### src/hw/rtl/vlrq_pkg.sv
// Shared types, constants and helper functions for the variable-length record ring queue.
// Used by the controller, the datapath and the top level; it depends on nothing else.
`timescale 1ns / 1ps

package vlrq_pkg;

   localparam int RING_GRANULES = 256;
   localparam int GRANULE_BYTES = 16;
   localparam int SLOT_W        = $clog2(RING_GRANULES);
   localparam int PTR_W         = SLOT_W + 1;
   localparam int GSHIFT        = $clog2(GRANULE_BYTES);
   localparam int CMD_W         = 3;
   localparam int CONTENT_W     = 16;
   localparam int OFF_W         = 8;
   localparam int STATUS_W      = 3;
   localparam int LEN_W         = 12;
   localparam int FREE_W        = 9;
   localparam int HDR_W         = LEN_W + 2;
   localparam int SPAN_W        = CONTENT_W - GSHIFT + 1;
   localparam int REQ_DATA_W    = 32;
   localparam int RSP_DATA_W    = 32;

   localparam int FLAG_LIVE_BIT     = 0;
   localparam int FLAG_RESERVED_BIT = 1;

   localparam logic [CMD_W-1:0] CMD_RESERVE = 3'd0;
   localparam logic [CMD_W-1:0] CMD_COMMIT  = 3'd1;
   localparam logic [CMD_W-1:0] CMD_DEQUEUE = 3'd2;
   localparam logic [CMD_W-1:0] CMD_RELEASE = 3'd3;
   localparam logic [CMD_W-1:0] CMD_CANCEL  = 3'd4;

   localparam logic [STATUS_W-1:0] ST_OK        = 3'd0;
   localparam logic [STATUS_W-1:0] ST_ZERO_LEN  = 3'd1;
   localparam logic [STATUS_W-1:0] ST_TOO_BIG   = 3'd2;
   localparam logic [STATUS_W-1:0] ST_FULL      = 3'd3;
   localparam logic [STATUS_W-1:0] ST_CANCELLED = 3'd4;
   localparam logic [STATUS_W-1:0] ST_EMPTY     = 3'd5;
   localparam logic [STATUS_W-1:0] ST_NOT_LIVE  = 3'd6;

   typedef struct packed {
      logic load;
      logic exec;
      logic walk_read;
      logic walk_eval;
      logic rsp_load;
   } vlrq_cmd_type;

   typedef struct packed {
      logic walk_start;
      logic walk_more;
   } vlrq_stat_type;

   // Granules taken by a record whose header holds this payload length.
   function automatic logic [PTR_W-1:0] span_of_hdr(input logic [LEN_W-1:0] len);
      logic [LEN_W:0] rounded;
      rounded = {1'b0, len} + (LEN_W + 1)'(GRANULE_BYTES - 1);
      return PTR_W'(rounded >> GSHIFT) + PTR_W'(1);
   endfunction

endpackage

### src/hw/rtl/vlrq_ctrl.sv
// Sequencing state machine of the ring queue: accepts a transfer, runs the update and walk.
// Depends on vlrq_pkg for the command and status structs.
`timescale 1ns / 1ps

module vlrq_ctrl (
   input  logic                   clock,
   input  logic                   reset,
   input  logic                   req_tvalid,
   output logic                   req_tready,
   output logic                   rsp_tvalid,
   input  logic                   rsp_tready,
   input  vlrq_pkg::vlrq_stat_type stat,
   output vlrq_pkg::vlrq_cmd_type  cmd
);
   import vlrq_pkg::*;

   localparam logic [1:0] S_IDLE    = 2'd0;
   localparam logic [1:0] S_EXEC    = 2'd1;
   localparam logic [1:0] S_WALK_RD = 2'd2;
   localparam logic [1:0] S_WALK_EV = 2'd3;

   logic [1:0] state_ff, state_in;
   logic       rsp_valid_ff, rsp_valid_in;
   logic       accept;

   assign req_tready = !reset && (state_ff == S_IDLE) && (!rsp_valid_ff || rsp_tready);
   assign accept     = req_tvalid && req_tready;
   assign rsp_tvalid = rsp_valid_ff;

   always_comb begin
      cmd.load      = accept;
      cmd.exec      = (state_ff == S_EXEC);
      cmd.walk_read = (state_ff == S_WALK_RD);
      cmd.walk_eval = (state_ff == S_WALK_EV);
      cmd.rsp_load  = ((state_ff == S_EXEC) && !stat.walk_start) ||
                      ((state_ff == S_WALK_EV) && !stat.walk_more);
   end

   always_comb begin
      state_in = state_ff;
      unique case (state_ff)
         S_IDLE: begin
            if (accept) state_in = S_EXEC;
         end
         S_EXEC: begin
            state_in = stat.walk_start ? S_WALK_RD : S_IDLE;
         end
         S_WALK_RD: begin
            state_in = S_WALK_EV;
         end
         S_WALK_EV: begin
            state_in = stat.walk_more ? S_WALK_RD : S_IDLE;
         end
         default: begin
            state_in = S_IDLE;
         end
      endcase
   end

   always_comb begin
      rsp_valid_in = rsp_valid_ff;
      if (cmd.rsp_load) begin
         rsp_valid_in = 1'b1;
      end else if (rsp_tready) begin
         rsp_valid_in = 1'b0;
      end
   end

   always_ff @(posedge clock) begin
      if (reset) begin
         state_ff     <= S_IDLE;
         rsp_valid_ff <= 1'b0;
      end else begin
         state_ff     <= state_in;
         rsp_valid_ff <= rsp_valid_in;
      end
   end

endmodule

### config.mk
export PLATFORM = sky130hd
export DESIGN_NAME = vlrq_ctrl
export DESIGN_NICKNAME = d
export VERILOG_FILES = /design/src/hw/rtl/vlrq_pkg.sv /design/src/hw/rtl/vlrq_ctrl.sv
export SDC_FILE = /design/constraint.sdc
export NUM_CORES = 1
export LEC_CHECK = 0
export BUFFER_PORTS_ARGS = -buffer_cell sky130_fd_sc_hd__buf_2
export CAP_MARGIN = 20
export CORE_AREA = 2 2 39 41
export CTS_BUF_LIST = sky130_fd_sc_hd__clkbuf_16
export DETAILED_ROUTE_END_ITERATION = 12
export DIE_AREA = 0 0 41 43
export PLACE_DENSITY_LB_ADDON = 0.1
export SYNTH_ARGS = -nofsm -noshare
export SYNTH_HDL_FRONTEND = slang
export SYNTH_SLANG_ARGS = --single-unit
### constraint.sdc
create_clock -name clock -period 1 [get_ports clock]
set_clock_uncertainty 0.2 [all_clocks]
set_input_delay 0.05 -clock clock [delete_from_list [all_inputs] [get_ports clock]]
set_output_delay 0.05 -clock clock [all_outputs]
set_load 0.03 [all_outputs]
* Word level (Yosys, flattened, before mapping)
Cells that the tools add are included.
Cells by class: equality and inequality tests 4, reductions and logical operators 13, mux-type cells 6
Operators by type and width (count):
- case mux 2 bit (4 select lines) | 1
- two-way mux 2 bit | 3
- logical AND 1 bit | 5
- == test 2 bit, second input constant | 2
- zero test 1 bit | 4
- == test 2 x 1 -> 1 bit, second input constant | 1
- zero test 2 bit | 1
- logical OR 1 bit | 2
- two-way mux 1 bit | 2
- != test 2 bit, second input constant | 1
- nonzero test 2 bit | 1
Storage, ports and cells: input port bits 6, register bits after elaboration 3

* Depth between registers and ports, before layout
Gate-level depths: netlist (run 1).
depth after elaboration 6, gate-level depth with buffers 4

* Least setup slack after synthesis (run 1)
Ideal clock, no wire load.
kind reg2out, start point reg rsp_valid_ff, in the netlist rsp_tvalid, end point out cmd[4] (netlist name), data arrival time 1.526 ns, path slack -0.776 ns, cell stages (with the launch flop) 5, required time 0.750 ns, path through dfxtp_1 > nand2b_1 > nor4b_2 > and2_1 > buf_4
Between the ends: cells in the longest elaborated chain, start to end 4
Ends and longest elaborated chain:
- from (decl) | line vlrq_ctrl.sv:23 | logic rsp_valid_ff, rsp_valid_in;
- from (signal assigned) | line vlrq_ctrl.sv:75 | rsp_valid_ff <= rsp_valid_in;
- zero test 1 bit | line vlrq_ctrl.sv:26 | assign req_tready = !reset && (state_ff == S_IDLE) && (!rsp_valid_ff || rsp_tready);
- logical OR 1 bit | line vlrq_ctrl.sv:26
- logical AND 1 bit | line vlrq_ctrl.sv:26
- named net req_tready | line vlrq_ctrl.sv:9 | output logic req_tready,
- logical AND 1 bit | line vlrq_ctrl.sv:27 | assign accept = req_tvalid && req_tready;
- to (decl) | line vlrq_ctrl.sv:13 | output vlrq_pkg::vlrq_cmd_type cmd
The timed path passes the listed nets, and every way through them passes these cells.

==> results of run 1 <==
==> cells by family after synthesis <==
family	Yosys count
flip-flops	3
AO/OA/AOI/OAI	4
buffers and inverters	4
AND/OR/NAND/NOR	11
==> state kept, by name, summed over array words and instances (netlist names) <==
| register | flops |
|---|---|
| rsp_tvalid | 1 |
| state_ff | 2 |
==> metal layers <==
metal	up-vias	GRT usage, %
met5	-	0
met4	0	10.0
met3	2	0
met2	8	8.13
met1	97	7.99
li1	110	-
==> layout make-up <==
cell class | instances | area (um^2)
Clock inverter | 1 | 3.75
Inverter | 2 | 7.51
Tap cell | 16 | 20.0
Sequential cell | 3 | 66.3
Fill cell | 160 | 951
Multi-Input combinational cell | 15 | 124
Clock buffer | 3 | 75.1
Timing Repair Buffer | 18 | 136
==> final timing paths <==
check,to,slack (ns),cells after the start
min reg2reg,state_ff[0],0.30,1
max,cmd[4],-0.38,3
min,state_ff[1],-0.07,3
max reg2reg,state_ff[1],-0.09,3
==> power groups by stage <==
| stage | combinational, W | sequential (W) | clock (W) |
|---|---|---|---|
| after global placement | 0.000119 | 0.000141 | 0 |
| after floorplan | 0.0000764 | 0.000146 | 0 |
| after global routing | 0.000159 | 0.000142 | 0.000646 |
| final | 0.000149 | 0.000140 | 0.000628 |
| after detailed placement | 0.000119 | 0.000141 | 0 |
| after CTS | 0.000135 | 0.000141 | 0.000637 |
==> stage by stage <==
step | hold WS (ns) | TNS (ns)
finish | -0.0678 | -1.88
global route | -0.0522 | -2.32
CTS | -0.0743 | -1.93
detailed placement | 0.166 | -1.10
global placement | 0.158 | -1.10
floorplan | -0.0906 | -0.998
==> synth_stat cells <==
master | count | share of area (%)
nand3_1 | 1 | 2.9
inv_2 | 1 | 2.2
nand2_1 | 1 | 2.2
and2_2 | 1 | 4.3
nor4b_2 | 1 | 8.6
o21ai_0 | 1 | 2.9
nand2b_1 | 2 | 7.2
nor3_1 | 1 | 2.9
nor2b_1 | 1 | 3.6
or2_1 | 1 | 3.6
nor2_1 | 1 | 2.2
dfxtp_1 | 3 | 35
inv_1 | 1 | 2.2
buf_4 | 2 | 8.6
and2_1 | 1 | 3.6
a21oi_1 | 3 | 8.6
==> repair_timing <==
action | CTS | global route
pin swaps | 1 | 1
setup buffers | 0 | 1
resized for setup | 10 | 5
setup endpoints to repair | 10 | 9
hold endpoints to repair | 3 | 3
==> worst max-delay path, stage by stage, from the launching register on <==
cell and delay (ns):
dfxtp_2 0.34, nor4b_4 0.27, and2_4 0.18, buf_6 0.12
==> flow_summary.ini, run 1 <==
[floorplanning]
die_x_um = 41
die-area_um2 = 1760
core-area_um2 = 1380
ios = 13
fp-row-count = 14
chipHeight_um = 43
start_util_pct = 12.6

[sta]
fin_ws_ns = -0.376
timing.hold.ws_ns = -0.0678
min_period_ns = 1.38
worst_slew_pin_slew_ns = 0.216
rsz0062_at_grt = yes
fin_crit_sh_pct = 138
fmax_mhz = 727
setup_viol = 9
slew_headroom_pct = 85.4
slew_violations = 0
hold_viol = 3

[power_and_ir_drop]
p_int_w = 0.000722
p_comb_share_pct = 16.2
p_leak_nw = 0.214
vdd_drop_max_uv = 467
switching_share_pct = 21.3
p_total_w = 0.000917
clockPowerShare_pct = 68.4
seqPwrFrac_pct = 15.3
p_sw_w = 0.000195
power_density_nw_per_um2 = 2120

[cts]
postCtsHoldBufs = 1
cts.clk_slew.worst_paths_ns = 0.03
cts_buffers = 3
numClockSinks = 3
cts_buffer_depth = 2
htreeDepth = 1
cts_tree = done
worstSkewPairLatency_ns = 0.22
cts_root_buf = clkbuf_16

[routing]
wirelength_um = 492
drt_iter0_drc = 0
vias = 217
post_drt_wl_per_cell_um = 8.48
drc = 0
maxUsedRoutingLayer = met4
wl_met1_um = 186
dr.pass1.iters = 1
ant_nets = 0
wl_met2_um = 253
vias_per_cell = 3.74
wl_met3_um = 33

[finish]
final_nets = 49
layout_commonest_cell = buf_4
drive_gt1_share_pct = 73.8
area_growth_pct = 149
layout_common_cells = 9 x buf_4, 5 x buf_2, 3 x clkbuf_16, 3 x buf_6
fin_cells = 58
utilization_pct = 31.3
n_antenna_cell = 0
final_area_um2 = 433

[worst_setup_path]
cp_data_arrival_time_ns = 1.13
cp_max_fo = 5
required_ns = 0.75
startpoint_type = flip-flop
worstSetupPathType = flip-flop to output pin
timing.rr.start = state_ff[1]
end_kind = output pin
crit_start = state_ff[1]

[outcome]
violations = hold timing, setup timing
outcome = finished, violations left

[logic_synthesis]
synth_top_family_by_area = simple AND/OR/NAND/NOR gates
synthMuxAreaShare_pct = 0
synth_area_per_cell_um2 = 7.91
synth_xor_area_share_pct = 0
ys_types = 16
syn_inst = 22
syn-num-nets = 28
ys_ff_latch = 3
synth_compound_area_share_pct = 11.5
synthesis.area_um2 = 174
synth_fa_ha_area_share_pct = 0
synthSimpleGateAreaFrac_pct = 41.0
synth-seq-area-share_pct = 34.5
ys_warn_count = 0

[grt]
grt_pass1_vias = 211
grt_pass1_wl_um = 745
grt.total_usage_pct = 6.61
grt_max_degree = 7
antenna_found_initial = 0
overflow = 0

[placed_design]
gp_congestion = 0.794
dpl_cell_area_um2 = 299
portBuffers = 12
dpl.hpwl_um = 389
dp_cells = 52
dp_slack_ns = -0.203

[flow_run]
drv_cap = 0

[min_path]
holdCritPathClass = input pin to flip-flop
min_from = reset
(Power assumes the default switching activity.)
==> run 2, diff against run 1 <==
==> constraint.sdc (replaced) <==
create_clock -name clock -period 1 [get_ports clock]
set_clock_uncertainty 0.2 [all_clocks]
set_input_delay 0.1 -clock clock [delete_from_list [all_inputs] [get_ports clock]]
set_output_delay 0.1 -clock clock [all_outputs]
set_load 0.03 [all_outputs]
==> flow_summary.ini, run 2 (synthesized netlist as in run 1, its figures left out) <==
[power_and_ir_drop]
power_density_nw_per_um2 = 2100
p_leak_nw = 0.212
vdd_drop_max_uv = 577

[finish]
final_nets = 49
regMostFlops = state_ff
largest_reg_flops = 2
layout_commonest_cell = buf_4
n_antenna_cell = 0
fill_cells = 156
drive_gt1_share_pct = 73.8
final_area_um2 = 433
layout_common_cells = 9 x buf_4, 6 x buf_2, 3 x clkbuf_16, 3 x buf_6
fin_cells = 58
area_growth_pct = 149

[placed_design]
dp_slack_ns = -0.248
portBuffers = 12
gp_congestion = 0.775
dpl.hpwl_um = 378
dp_cells = 53
dpl_cell_area_um2 = 307

[floorplanning]
ios = 13
die_x_um = 41
core-area_um2 = 1380
die-area_um2 = 1760
chipHeight_um = 43
fp-row-count = 14
start_util_pct = 12.6

[cts]
numClockSinks = 3
worstSkewPairLatency_ns = 0.22
cts_tree = done
cts_buffer_depth = 2
htreeDepth = 1
cts_root_buf = clkbuf_16
cts_buffers = 3
cts.clk_slew.worst_paths_ns = 0.03

[min_path]
min_from = reset
hold_depth = 3
whs_endpoint = state_ff[1]
holdCritPathClass = input pin to flip-flop

[sta]
fmax_mhz = 704
slew_violations = 0
worst_slew_pin_slew_ns = 0.205
hold_viol = 3
fin_ws_ns = -0.420
timing.hold.ws_ns = -0.0183
slew_headroom_pct = 86.2
rsz0062_at_grt = yes
setup_viol = 9
fin_crit_sh_pct = 142
final.setup.tns_ns = -2.42
min_period_ns = 1.42

[routing]
drc = 0
vias = 213
drt_iter0_drc = 0
ant_nets = 0
dr.pass1.iters = 1
vias_per_cell = 3.67
wirelength_um = 519
post_drt_wl_per_cell_um = 8.95

[worst_setup_path]
timing.rr.start = rsp_tvalid
r2r_cells = 5
worstSetupPathType = flip-flop to output pin
cp_max_fo = 5
cp_data_arrival_time_ns = 1.12
end_kind = output pin
r2r_end = state_ff[0]
r2r_setup_slack_ns = -0.14
required_ns = 0.70
startpoint_type = flip-flop

[flow_run]
drv_cap = 0

[grt]
grt_max_degree = 7
antenna_found_initial = 0
overflow = 0
grt.total_usage_pct = 7.21
grt_pass1_wl_um = 793
grt_pass1_vias = 227

[outcome]
outcome = finished, violations left
violations = hold timing, setup timing
run 2: cell count changes in the layout (fill, tap and decap cells not counted), sizes merged:
| cell | previous run | this run |
|---|---|---|
| buf | 17 | 18 |
| dlygate4sd3 | 1 | 0 |
run 2: layout make-up:
cell class / count / area [um^2] / share of cell area (%)
repair buffers: 18 / 131 / 30.3
multi-input cells: 15 / 126 / 29.2
clock buffers: 3 / 75.1 / 17.3
flip-flops and latches: 3 / 68.8 / 15.9
well taps: 16 / 20.0 / 4.62
inverters: 2 / 7.51 / 1.73
clock inverters: 1 / 3.75 / 0.867
run 2: critical path, stage by stage (launching register included):
cell and delay [ns]:
dfxtp_2 0.34, nor4b_4 0.26, and2_1 0.17, buf_6 0.13
run 2: worst max-delay path by stage:
| stage | start | to | slack, ns |
|---|---|---|---|
| global placement | state_ff[0] | cmd[4] | -0.23 |
| detailed placement | state_ff[1] | cmd[4] | -0.25 |
| floorplan | rsp_tvalid | cmd[4] | -0.51 |
| finish | state_ff[1] | cmd[4] | -0.42 |
| global route | state_ff[1] | cmd[4] | -0.46 |
| CTS | state_ff[1] | cmd[4] | -0.42 |
run 2: what timing repair did:
| action | CTS | global route |
|---|---|---|
| pin swaps | 0 | 1 |
| setup endpoints to repair | 10 | 10 |
| gates resized for setup | 11 | 3 |
| endpoints found under the hold margin | 3 | 1 |
| cloned | 0 | 0 |
| setup buffers | 0 | 1 |
run 2: routing by layer:
metal	vias to the layer above	part of all wire, %	GRT usage (%)	wire, um
li1	111	-	-	-
met1	96	39	6.71	204
met2	6	55	10.0	287
met3	0	5.2	0.524	27
met4	0	0	12.0	0
met5	-	0	0	0
run 2: where the power goes:
part	switching [W]	internal (W)
clock network	0.000113	0.000516
registers	0.0000129	0.000127
logic	0.0000707	0.0000704
total	0.000196	0.000713
run 2: stage by stage:
step                utilization [%]  power, W
floorplan                         -  0.000222
global placement               22.2  0.000262
detailed placement             22.2  0.000263
CTS                            29.9  0.000917
global route                   31.3  0.000941
finish                         31.3  0.000910
==> run 3, diff against run 2 <==
- clock period: 1 -> 1.3 ns (I/O delays scaled with it)
==> flow_summary.ini, run 3 (synthesized netlist as in run 1, its figures left out) <==
[outcome]
outcome = finished, violations left
violations = setup timing

[power_and_ir_drop]
power_density_nw_per_um2 = 1620
vdd_drop_max_uv = 508
p_leak_nw = 0.202

[cts]
cts_tree = done
worstSkewPairLatency_ns = 0.22
cts.clk_slew.worst_paths_ns = 0.03
cts_root_buf = clkbuf_16
htreeDepth = 1
cts_buffer_depth = 2
cts_buffers = 3
numClockSinks = 3

[floorplanning]
chipHeight_um = 43
ios = 13
core-area_um2 = 1380
die-area_um2 = 1760
start_util_pct = 12.6
fp-row-count = 14
die_x_um = 41

[worst_setup_path]
r2r_cells = 4
path_delay_family = simple AND/OR/NAND/NOR gates
crit_slowest_cell = dfxtp_4
cp_max_fo = 4
critPathMaxStageDelay_ns = 0.35
worstSetupPathType = flip-flop to output pin
required_ns = 0.97
crit_chain = nor4b_4, and2_1, buf_6
crit_cells = 3
end_kind = output pin
cp_data_arrival_time_ns = 1.12
crit_buf_inv = 1
startpoint_type = flip-flop

[sta]
timing.hold.ws_ns = 0.000705
fin_ws_ns = -0.150
fin_crit_sh_pct = 112
worst_slew_pin_slew_ns = 0.190
slew_headroom_pct = 87.3
min_period_ns = 1.45
rsz0062_at_grt = yes
setup_viol = 6
fmax_mhz = 690
hold_viol = 0
slew_violations = 0

[finish]
layout_commonest_cell = buf_2
largest_reg_flops = 2
final_area_um2 = 432
drive_gt1_share_pct = 71.8
n_antenna_cell = 0
area_growth_pct = 148
regMostFlops = state_ff
layout_common_cells = 7 x buf_2, 6 x buf_6, 3 x a21oi_1, 3 x clkbuf_16
final_nets = 46

[grt]
antenna_found_initial = 0
grt_pass1_wl_um = 779
overflow = 0
grt_pass1_vias = 191
grt.total_usage_pct = 7.92
grt_max_degree = 7

[flow_run]
drv_cap = 0

[placed_design]
dpl_cell_area_um2 = 267
portBuffers = 12
gp_congestion = 0.714
dp_slack_ns = 0.0194

[routing]
post_drt_wl_per_cell_um = 9.29
drt_iter0_drc = 1
drc = 0
vias = 208
ant_nets = 0
dr.pass1.iters = 2
vias_per_cell = 3.78
wirelength_um = 511

[min_path]
holdCritPathClass = input pin to flip-flop
hold_depth = 3
[run 3: final timing paths]
path | slack, ns | startpoint | to
setup reg to reg | 0.09 | state_ff[1] | state_ff[1]
hold / removal | 0.0007 | rsp_tready | rsp_tvalid
hold reg to reg | 0.31 | rsp_tvalid | rsp_tvalid
setup / recovery | -0.15 | state_ff[1] | cmd[4]
[run 3: per-stage QoR]
step                std cells  TNS [ns]  power [W]  utilization [%]
floorplan                  22    -0.242   0.000167                -
global placement           49         0   0.000188             19.3
detailed placement         49         0   0.000188             19.3
CTS                        55    -0.621   0.000702             30.4
global route               55    -0.853   0.000722             31.2
finish                     55    -0.612   0.000699             31.2
[run 3: layout make-up]
type                    instances  area (um^2)
flip-flops and latches          3         68.8
multi-input cells              15          136
clock buffers                   3         75.1
inverters                       2         7.51
fillers                       154          952
well taps                      16         20.0
repair buffers                 15          120
clock inverters                 1         3.75
[run 3: power breakdown]
part	total, W	internal [W]	switching, W
clock network	0.000482	0.000397	0.0000850
registers	0.000109	0.0000975	0.0000114
logic	0.000109	0.0000535	0.0000555
total	0.000699	0.000548	0.000152
[run 3: timing repair]
action                                  in CTS  in global routing
gates resized for setup                     19                  3
endpoints found under the setup margin       6                  6
endpoints found under the hold margin        3                  0
pin swaps                                    0                  1
setup buffers                                1                  1
hold buffers                                 1                  0
[run 3: worst register-to-register path, stage by stage (launching register included)]
cell      delay [ns]
dfxtp_4         0.35
buf_6           0.12
nand2b_4        0.14
or2_1           0.20
a21oi_1         0.13
[run 3: per-layer routing]
layer / track usage, % / wire length, um
met4: 12.0 / 36
met1: 7.03 / 157
met2: 9.38 / 269
met5: 0 / 0
met3: 4.71 / 48
